===== src/rtl/manchester_frame_transmitter_defines.svh =====
// Assertion macros for the Manchester frame transmitter.
// Uses i_clk and i_rst_n of the module that includes this header.
`ifndef MANCHESTER_FRAME_TRANSMITTER_DEFINES_SVH
`define MANCHESTER_FRAME_TRANSMITTER_DEFINES_SVH
`ifndef ASSERT_OFF
`define MFT_ASSERT(label, prop, msg) \
    label: assert property (@(posedge i_clk) disable iff (!i_rst_n) (prop)) else $error(msg);
`define MFT_ASSERT_ALWAYS(label, prop, msg) \
    label: assert property (@(posedge i_clk) (prop)) else $error(msg);
`else
`define MFT_ASSERT(label, prop, msg)
`define MFT_ASSERT_ALWAYS(label, prop, msg)
`endif
`endif


===== src/rtl/mft_pkg.sv =====
// Shared types and codes for the Manchester frame transmitter.
// No dependencies.
`default_nettype none
package mft_pkg;

    // symbol kind codes
    localparam logic [1:0] KIND_PREAMBLE = 2'd0;
    localparam logic [1:0] KIND_START    = 2'd1;
    localparam logic [1:0] KIND_DATA     = 2'd2;
    localparam logic [1:0] KIND_TAIL     = 2'd3;

    // sequencer phase codes
    localparam logic [1:0] PH_PRE   = 2'd0;
    localparam logic [1:0] PH_START = 2'd1;
    localparam logic [1:0] PH_DATA  = 2'd2;
    localparam logic [1:0] PH_TAIL  = 2'd3;

    // configuration register indexes
    localparam logic [1:0] REG_SYNC     = 2'd0;
    localparam logic [1:0] REG_PREAMBLE = 2'd1;
    localparam logic [1:0] REG_WHITEN   = 2'd2;

    localparam logic [7:0] WHITEN_RESET   = 8'hCA;
    localparam logic [4:0] PREAMBLE_RESET = 5'd3;
    localparam logic [2:0] DATA_LAST_IDX  = 3'd7;
    localparam logic [4:0] TAIL_LAST_IDX  = 5'd2;

    // one buffered frame byte, already whitened
    typedef struct packed {
        logic [7:0] data;
        logic       first;
        logic       last;
    } t_item;

    // one line symbol
    typedef struct packed {
        logic       bit_val;
        logic [1:0] kind;
        logic       first_lvl;
        logic       second_lvl;
        logic       frame_end;
        logic       last_in_run;
    } t_sym;

endpackage
`default_nettype wire


===== src/rtl/mft_seq.sv =====
// Symbol sequencer: walks preamble, start, data and tail symbols of one byte, as its first and last flags select.
// Depends on mft_pkg and manchester_frame_transmitter_defines.svh.
`default_nettype none
`include "manchester_frame_transmitter_defines.svh"
module mft_seq (
    input  wire            i_clk,
    input  wire            i_rst_n,
    input  wire            i_sync,
    input  wire [4:0]      i_pre_cnt,
    input  wire            i_item_valid,
    input  mft_pkg::t_item i_item,
    output logic           o_item_ready,
    output logic           o_sym_valid,
    output mft_pkg::t_sym  o_sym,
    input  wire            i_sym_ready
);

    logic           r_busy;
    logic [1:0]     r_phase;
    logic [4:0]     r_cnt;
    mft_pkg::t_item r_item;
    logic           r_line;
    mft_pkg::t_sym  r_out;
    logic           r_out_valid;

    logic           emit;
    logic           load;
    mft_pkg::t_sym  sym;
    logic           pre_done;
    logic [1:0]     n_phase;
    logic [4:0]     n_cnt;
    logic           n_busy;

    assign emit         = r_busy && (!r_out_valid || i_sym_ready);
    assign o_item_ready = !r_busy || (emit && sym.last_in_run);
    assign load         = i_item_valid && o_item_ready;
    assign pre_done     = ({1'b0, r_cnt} + 6'd1) == {1'b0, i_pre_cnt};

    // current symbol
    always_comb begin
        sym = '0;
        sym.first_lvl = r_line;
        unique case (r_phase)
            mft_pkg::PH_PRE: begin
                sym.bit_val = i_sync;
                sym.kind    = mft_pkg::KIND_PREAMBLE;
            end
            mft_pkg::PH_START: begin
                sym.bit_val = ~i_sync;
                sym.kind    = mft_pkg::KIND_START;
            end
            mft_pkg::PH_DATA: begin
                sym.bit_val     = r_item.data[r_cnt[2:0]];
                sym.kind        = mft_pkg::KIND_DATA;
                sym.last_in_run = (r_cnt[2:0] == mft_pkg::DATA_LAST_IDX) && !r_item.last;
            end
            default: begin
                sym.bit_val     = i_sync;
                sym.kind        = mft_pkg::KIND_TAIL;
                sym.frame_end   = (r_cnt == mft_pkg::TAIL_LAST_IDX);
                sym.last_in_run = (r_cnt == mft_pkg::TAIL_LAST_IDX);
            end
        endcase
        sym.second_lvl = ~sym.bit_val;
    end

    // next phase and count
    always_comb begin
        n_phase = r_phase;
        n_cnt   = r_cnt;
        n_busy  = r_busy;
        if (emit) begin
            unique case (r_phase)
                mft_pkg::PH_PRE: begin
                    if (pre_done) begin
                        n_phase = mft_pkg::PH_START;
                        n_cnt   = '0;
                    end else begin
                        n_cnt = r_cnt + 5'd1;
                    end
                end
                mft_pkg::PH_START: begin
                    n_phase = mft_pkg::PH_DATA;
                    n_cnt   = '0;
                end
                mft_pkg::PH_DATA: begin
                    if (r_cnt[2:0] == mft_pkg::DATA_LAST_IDX) begin
                        n_phase = mft_pkg::PH_TAIL;
                        n_cnt   = '0;
                        n_busy  = r_item.last;
                    end else begin
                        n_cnt = r_cnt + 5'd1;
                    end
                end
                default: begin
                    if (r_cnt == mft_pkg::TAIL_LAST_IDX) begin
                        n_busy = 1'b0;
                    end else begin
                        n_cnt = r_cnt + 5'd1;
                    end
                end
            endcase
        end
        // a new byte picks its starting phase
        if (load) begin
            n_busy = 1'b1;
            n_cnt  = '0;
            if (!i_item.first) begin
                n_phase = mft_pkg::PH_DATA;
            end else if (i_pre_cnt == 5'd0) begin
                n_phase = mft_pkg::PH_START;
            end else begin
                n_phase = mft_pkg::PH_PRE;
            end
        end
    end

    // control state
    always_ff @(posedge i_clk) begin
        if (!i_rst_n) begin
            r_busy      <= 1'b0;
            r_phase     <= mft_pkg::PH_DATA;
            r_cnt       <= '0;
            r_line      <= 1'b0;
            r_out_valid <= 1'b0;
        end else begin
            r_busy  <= n_busy;
            r_phase <= n_phase;
            r_cnt   <= n_cnt;
            if (emit) begin
                r_line      <= sym.bit_val;
                r_out_valid <= 1'b1;
            end else if (i_sym_ready) begin
                r_out_valid <= 1'b0;
            end
        end
    end

    // payload
    always_ff @(posedge i_clk) begin
        if (load) begin
            r_item <= i_item;
        end
        if (emit) begin
            r_out <= sym;
        end
    end

    assign o_sym_valid = r_out_valid;
    assign o_sym       = r_out;

    `MFT_ASSERT(a_fend_tail, r_out_valid && r_out.frame_end |-> r_out.last_in_run && r_out.kind == mft_pkg::KIND_TAIL, "frame end off a final tail symbol")
    `MFT_ASSERT(a_run_continues, emit && !sym.last_in_run |=> r_busy, "sequencer stopped inside a run")
    `MFT_ASSERT(a_data_cnt, r_busy && r_phase == mft_pkg::PH_DATA |-> r_cnt < 5'd8, "data bit index out of range")
    `MFT_ASSERT_ALWAYS(a_levels, r_out_valid |-> r_out.second_lvl != r_out.bit_val, "second part level not inverse of bit")

endmodule
`default_nettype wire


===== src/rtl/manchester_frame_transmitter.sv =====
// Manchester frame transmitter: frame bytes in, line symbols out. Uses mft_pkg and mft_seq.
// The first symbol of a byte passes through the input buffer, the sequencer state and the output register.
// Throughput: one symbol per cycle while the output is ready; a byte gives 8 data symbols, plus
// preamble_count preamble symbols and one start symbol with first set, and 3 tail symbols with last set.
// A one-beat input buffer lets the next byte follow the last symbol without a gap.
// Reset (synchronous, active low) clears control and line level, registers to defaults.
`default_nettype none
module manchester_frame_transmitter (
    input  wire        i_clk,
    input  wire        i_rst_n,
    // config write port
    input  wire        i_cfg_we,
    input  wire [1:0]  i_cfg_addr,
    input  wire [7:0]  i_cfg_data,
    // byte input
    input  wire        i_s_axis_tvalid,
    output logic       o_s_axis_tready,
    input  wire [7:0]  i_s_axis_tdata,   // [7:0] data_byte
    input  wire        i_s_axis_tuser,   // [0] first_byte
    input  wire        i_s_axis_tlast,   // last_byte
    // symbol output
    output logic       o_m_axis_tvalid,
    input  wire        i_m_axis_tready,
    output logic [7:0] o_m_axis_tdata,   // [0] symbol_bit, [1] first_part_level,
                                         // [2] second_part_level, [3] frame_end, [7:4] 0
    output logic [1:0] o_m_axis_tuser,   // [1:0] symbol_kind
    output logic       o_m_axis_tlast    // last_in_run
);

    logic           r_sync;
    logic [4:0]     r_pre_cnt;
    logic [7:0]     r_whiten;
    logic           r_buf_valid;
    mft_pkg::t_item r_buf;

    logic           item_ready;
    logic           in_beat;
    logic           sym_valid;
    mft_pkg::t_sym  sym;

    // config registers
    always_ff @(posedge i_clk) begin
        if (!i_rst_n) begin
            r_sync    <= 1'b0;
            r_pre_cnt <= mft_pkg::PREAMBLE_RESET;
            r_whiten  <= mft_pkg::WHITEN_RESET;
        end else if (i_cfg_we) begin
            unique case (i_cfg_addr)
                mft_pkg::REG_SYNC:     r_sync    <= i_cfg_data[0];
                mft_pkg::REG_PREAMBLE: r_pre_cnt <= i_cfg_data[4:0];
                mft_pkg::REG_WHITEN:   r_whiten  <= i_cfg_data;
                default: ;
            endcase
        end
    end

    // input buffer, byte stored whitened
    assign o_s_axis_tready = !r_buf_valid || item_ready;
    assign in_beat         = i_s_axis_tvalid && o_s_axis_tready;

    always_ff @(posedge i_clk) begin
        if (!i_rst_n) begin
            r_buf_valid <= 1'b0;
        end else if (in_beat) begin
            r_buf_valid <= 1'b1;
        end else if (item_ready) begin
            r_buf_valid <= 1'b0;
        end
    end

    always_ff @(posedge i_clk) begin
        if (in_beat) begin
            r_buf.data  <= i_s_axis_tdata ^ r_whiten;
            r_buf.first <= i_s_axis_tuser;
            r_buf.last  <= i_s_axis_tlast;
        end
    end

    mft_seq u_seq (
        .i_clk        (i_clk),
        .i_rst_n      (i_rst_n),
        .i_sync       (r_sync),
        .i_pre_cnt    (r_pre_cnt),
        .i_item_valid (r_buf_valid),
        .i_item       (r_buf),
        .o_item_ready (item_ready),
        .o_sym_valid  (sym_valid),
        .o_sym        (sym),
        .i_sym_ready  (i_m_axis_tready)
    );

    // output packing
    assign o_m_axis_tvalid = sym_valid;
    assign o_m_axis_tdata  = {4'b0000, sym.frame_end, sym.second_lvl, sym.first_lvl, sym.bit_val};
    assign o_m_axis_tuser  = sym.kind;
    assign o_m_axis_tlast  = sym.last_in_run;

endmodule
`default_nettype wire

===== config.mk =====
export PLATFORM = sky130hd
export DESIGN_NAME = manchester_frame_transmitter
export DESIGN_NICKNAME = d
export VERILOG_FILES = /design/src/rtl/mft_pkg.sv /design/src/rtl/mft_seq.sv /design/src/rtl/manchester_frame_transmitter.sv
export VERILOG_INCLUDE_DIRS = /design/src /design/src/rtl
export SDC_FILE = /design/constraint.sdc
export NUM_CORES = 1
export LEC_CHECK = 0
export ABC_CLOCK_PERIOD_IN_PS = 2600
export BUFFER_PORTS_ARGS = -buffer_cell sky130_fd_sc_hd__buf_2
export CAP_MARGIN = 0
export CORE_MARGIN = 8
export CORE_UTILIZATION = 41
export CTS_BUF_LIST = sky130_fd_sc_hd__clkbuf_4
export CTS_CLUSTER_DIAMETER = 50
export DETAILED_ROUTE_END_ITERATION = 7
export SYNTH_ARGS = -nofsm -noshare
export SYNTH_HDL_FRONTEND = slang
export SYNTH_SLANG_ARGS = --single-unit

===== constraint.sdc =====
create_clock -name i_clk -period 2.6 [get_ports i_clk]
set_input_delay 0.13 -clock i_clk [delete_from_list [all_inputs] [get_ports i_clk]]
set_output_delay 0.13 -clock i_clk [all_outputs]
set_load 0.01 [all_outputs]

---- Yosys cells after proc, flatten, opt, wreduce, memory -nomap -nowiden ----
Cells that the tools add are included.
word-level totals
  flip-flop bits (word level) ............. 51
  bits of input ports ..................... 25
  output and inout bits ................... 13
  word-level logic and storage cells ...... 91
cells by class
  add/sub/neg operators ................... 2
  magnitude comparators ................... 1
  equality and inequality tests ........... 11
  multiplexer cells ....................... 24
  bitwise logic cells ..................... 4
  reductions and logical operators ........ 29
operators with widths
  operator                                                                       number
  5-bit two-way mux                                                              3
  5-bit one-hot mux with 3 select lines                                          1
  1-bit two-way mux                                                              10
  2-bit two-way mux                                                              5
  3-bit one-hot mux with 3 select lines                                          1
  2-bit AND reduction                                                            4
  4-bit AND reduction                                                            2
  8-bit XOR                                                                      1
  5-bit by 1-bit adder with 6-bit output (second input constant)                 1
  6-bit by 5-bit == test with 1-bit output                                       1
  3-bit by 1-bit != test with 1-bit output (second input constant)               2
  2-bit one-hot mux with 3 select lines                                          1
  2-bit nonzero test                                                             3
  5-bit by 1-bit adder with 5-bit output (second input constant)                 1
  5-bit by 2-bit == test with 1-bit output (second input constant)               1
  1-bit logical AND                                                              5
  5-bit zero test                                                                1
  2-bit by 1-bit == test with 1-bit output (second input constant)               2
  2-bit == test (second input constant)                                          2
  1-bit zero test                                                                4
  2-bit zero test                                                                2
  3-bit by 4-bit less-than comparator with 1-bit output (second input constant)  1
  4-bit != test (second input constant)                                          1
  1-bit one-hot mux with 2 select lines                                          2
  9 further kinds                                                                14

---- Logic depth before layout (Yosys ltp) ----
  depth after elaboration ................. 8
  mapped depth ............................ 9

---- Modules after synthesis ----
Synthesis repeated with hierarchy kept, for this count alone.
unflattened totals
  cell total of the unflattened synthesis .. 214
  area, all modules ....................... 2,481.1 µm²
modules (own cells, without submodules)
  module                        instances  cells each  area each (µm²)  seq. area each (µm²)
  mft_seq                       1          125         1,427.6          680.7
  manchester_frame_transmitter  1          89          1,053.5          600.6

---- Worst setup path before layout ----
No wires, ideal clock.
  path kind ............................... reg2reg
  from .................................... register u_seq.r_cnt[1]
  to ...................................... register r_buf[0] (netlist bit) (enable)
  library setup time ...................... 0.377 ns
  data arrival time ....................... 1.757 ns
  slack ................................... 0.466 ns
  stages on the path, launching flop included .. 8
  period minus slack after synthesis ...... 2.134 ns
  cells stage by stage .................... dfxtp_1 -> ha_1 -> ha_1 -> nor4bb_1 -> a21oi_1 -> inv_1 -> a21oi_1 -> nor2b_1
RTL lines
  item                      RTL line                            RTL
  start: declaration        mft_seq.sv:20                       logic [4:0] r_cnt;
  start signal: assignment  mft_seq.sv:129                      r_cnt <= n_cnt;
  end: declaration          manchester_frame_transmitter.sv:34  mft_pkg::t_item r_buf;

---- Worst setup path in the final report ----
  from .................................... register u_seq.r_cnt[1]
  to ...................................... register u_seq.r_phase[1]
on the way
  longest elaborated chain between the ends .. 8
  elaborated cells between the ends (all ways) .. 15
RTL lines
  item                                                                                     RTL line        RTL
  3-bit == test                                                                            mft_seq.sv:55   sym.last_in_run = (r_cnt[2:0] == mft_pkg::DATA_LAST_IDX) && !r_item.last;
  1-bit logical AND                                                                        mft_seq.sv:55
  1-bit one-hot mux with 2 select lines *                                                  mft_seq.sv:43   unique case (r_phase)
  1-bit logical AND *                                                                      mft_seq.sv:35   assign o_item_ready = !r_busy || (emit && sym.last_in_run);
  1-bit logical OR *                                                                       mft_seq.sv:35
  1-bit logical AND *                                                                      mft_seq.sv:36   assign load = i_item_valid && o_item_ready;
  net u_seq.load                                                                           mft_seq.sv:27   logic load;
  3-bit by 1-bit != test with 1-bit output (no source line), or another cell as far along  -
  4-bit AND reduction (no source line)                                                     -
  end signal: assignment                                                                   mft_seq.sv:122  r_phase <= mft_pkg::PH_DATA;
  end signal: assignment                                                                   mft_seq.sv:128  r_phase <= n_phase;
  end: declaration                                                                         mft_seq.sv:19   logic [1:0] r_phase;
The timed path passes the listed nets; every way through them passes the cells marked *.
A chain may end at the register's enable or synchronous reset.

==> results.toml <==
[clock_tree]
cts.reportedPaths.clkPinSlew_ns = 0.14
cts_resized = 0
cts-root-buf = "clkbuf_4"
clk_latency_ns = 0.36
cts.path.max_buffers = 2
cts_buffers = 5
cts_tree = "done"
post-cts-setup-buffer-count = 0
htreeDepth = 2
cts.sinks = 51

[worst_setup_path]
crit_slowest_cell = "dfxtp_1"
critical-path-top-delay-family = "simple AND/OR/NAND/NOR gates"
cp_num_cells = 8
crit_arrival_ns = 2.53
cp-end-kind = "register"
cp_slowest_stage_delay_ns = 0.52
crit_top_cell = "ha_1"
criticalPathCategory = "register to register"
reg2reg_depth = 8
required_ns = 2.86
critPathBufInv = 1
cp-start-kind = "register"
path_cells = "ha_1 -> ha_1 -> nor4bb_1 -> a211oi_1 -> or2_4 -> clkinv_4 -> a21oi_2 -> mux2_4"
critPathMaxFanout = 12

[run]
drv_cap = 0

[yosys]
synth_cells = 208
synth_seq_area_share = 0.531
synth_compound_area_frac = 0.0928
synth_top_area_cell = "edfxtp_1"
yosysUniqueCellTypes = 48
synth-simple-area-share = 0.135
ys.flop_type = "edfxtp_1"
synth_xor_area_frac = 0.0545
netlist.area_leader.share = 0.324
synth_top_family_by_area = "simple AND/OR/NAND/NOR gates"
ys_top_cells_by_area = "edfxtp_1 (32%), dfxtp_1 (21%), mux2i_1 (7.1%)"
synthAdderAreaFrac = 0.0415
async_reset_ff_frac = 0
synth.top_cells.by_count = "edfxtp_1 (26), dfxtp_1 (25), mux2i_1 (17), nand2_1 (17), inv_1 (12)"
synth_area_per_cell_um2 = 11.6
yosys_warnings = 0
synth_mux_area_frac = 0.0908
yosysMostFrequentCell = "edfxtp_1"
syn-cell-area_um2 = 2410
synth_edf_count = 26
yosys_register_bits = 51

[placed_design]
place_congestion = 0.784
portBuffers = 33
hpwlAfterDp_mm = 3.38

[timing]
report.final.slew_viol_count = 0
hold_violations = 0
fin_crit_ns = 2.27
worst_pin_slew_ns = 0.525
finalSetupTns_ns = 0
finalClockSkew_ns = 0.0110
finalCritPeriodShare = 0.873
rsz0062_at_grt = "no"
holdWs_ns = 0.0280
timing.fmax_mhz = 441
relSlewSlack = 0.649
setup_viol = 0

[die]
die_w_um = 92.7
die_h_um = 92.7
num_rows = 28
die_area_um2 = 8590
core_um2 = 5820
initial_utilization = 0.415
num_io_pins = 38

[pwr]
ir_drop_v = 0.000270
power_density_nw_per_um2 = 561
p_leak_nw = 1.18

[global_routing]
grt.total_usage = 0.109
grt_start_max_net_pins = 23
grt_pass1_vias = 1634
antenna_found_initial = 0
grt_pass1_wl_mm = 7.50
grt_overflow = 0

[final_layout]
fillers = 573
multiInputGateArea_um2 = 1020
syn2layout_area_growth_pct = 15.9
diodes = 0
drive_gt1_frac = 0.206
final-seq-area_um2 = 1280
final_nets = 284

[drt]
wirelength_mm = 4.32
num_vias = 1608
drtPass1Iterations = 4
vias_per_cell = 4.92
drt-wirelength-per-cell_um = 13.2
drc = 0
drt_iter0_drc = 43
detail-route-antenna-nets = 0

[min_path]
hold_class = "primary input to register"
whs_path_depth = 3

[run_status]
status = "completed"
## placed cells by master (no fill, tap or decap), drive strengths merged, types with 2 or more instances in the layout
| cell type | n |
|---|---|
| a211oi | 2 |
| a21boi | 3 |
| a21oi | 9 |
| and2 | 3 |
| buf | 35 |
| clkbuf | 5 |
| conb | 4 |
| dfxtp | 25 |
| dlygate4sd3 | 9 |
| edfxtp | 26 |
| ha | 8 |
| inv | 14 |
| mux2 | 2 |
| mux2i | 17 |
| nand2 | 17 |
| nand3 | 3 |
| nand3b | 3 |
| nor2 | 6 |
| nor2b | 10 |
| nor3 | 5 |
| nor3b | 3 |
| o211ai | 2 |
| o21a | 2 |
| o21ai | 4 |
| o221ai | 2 |
| or2 | 2 |
| xnor2 | 6 |
| xor2 | 9 |
## path summary, 6_finish.rpt
check	start	to	slack, ns
setup / recovery	u_seq.r_cnt[1]$_SDFFE_PP0P_	u_seq.r_phase[1]$_SDFFE_PN1P_	0.33
hold / removal	i_cfg_data[2]	r_whiten[2]$_SDFFE_PN0P_	0.03
setup reg to reg	u_seq.r_cnt[1]$_SDFFE_PP0P_	u_seq.r_phase[1]$_SDFFE_PN1P_	0.33
hold reg to reg	r_buf[3]$_DFFE_PP_	u_seq.r_item[3]$_DFFE_PP_	0.44
## layer usage
layer / wire length (um) / share of wire / vias up / global-route usage
met5: 0 / 0 / - / 0
met4: 70 / 0.016 / 0 / 0.0443
met3: 199 / 0.046 / 6 / 0.0324
met2: 2020 / 0.47 / 31 / 0.180
met1: 2040 / 0.47 / 756 / 0.129
li1: - / - / 815 / -
## metrics by stage
stage          std cells  total power [mW]  setup WS [ns]  area, um^2  utilization
6_report             327              1.57          0.331        2800        0.481
3_3_place_gp         310              1.12          0.458        2630        0.451
3_5_place_dp         310              1.12          0.418        2630        0.451
4_1_cts              327              1.59          0.362        2800        0.481
2_1_floorplan        211              1.07          0.466        2420            -
5_1_grt              327              1.65          0.180        2800        0.481
## what timing repair did
item                                    CTS  global route
hold endpoints to repair                 10             0
hold buffers                              9             0
endpoints found under the setup margin    0             0
## worst register-to-register path: stages (launching register included)
cell and delay (ns):
dfxtp_1 0.52, ha_1 0.23, ha_1 0.19, nor4bb_1 0.35
a211oi_1 0.12, or2_4 0.28, clkinv_4 0.11, a21oi_2 0.06
mux2_4 0.31
## cell families after synthesis
| kind of cell | Yosys count |
|---|---|
| flops | 51 |
| simple gates | 58 |
| xor+xnor | 15 |
| other cells | 1 |
| buf+inv | 24 |
| mux | 20 |
| compound gates | 31 |
| fa+ha+maj | 8 |
## power by group
group | leakage (nW) | switching, mW | internal [mW]
registers | 0.451 | 0.0209 | 0.894
logic | 0.684 | 0.108 | 0.0923
clock network | 0.0459 | 0.249 | 0.204
## state kept, by name, indices dropped and copies added (netlist names)
name	count
u_seq.o_sym_valid	1
r_sync	1
u_seq.r_line	1
u_seq.r_item	9
u_seq.r_phase	2
r_whiten	8
r_buf	10
r_buf_valid	1
u_seq.o_sym	7
r_pre_cnt	5
u_seq.r_cnt	5
u_seq.r_busy	1
## cell type report
cell class | count | share of cell area
clock inverters | 3 | 0.0152
clock buffers | 5 | 0.0134
repair buffers | 44 | 0.0967
well taps | 75 | 0.0336
flip-flops and latches | 51 | 0.458
multi-input cells | 136 | 0.363
inverters | 13 | 0.0192
Note: power is estimated with default switching activity, not from simulation.
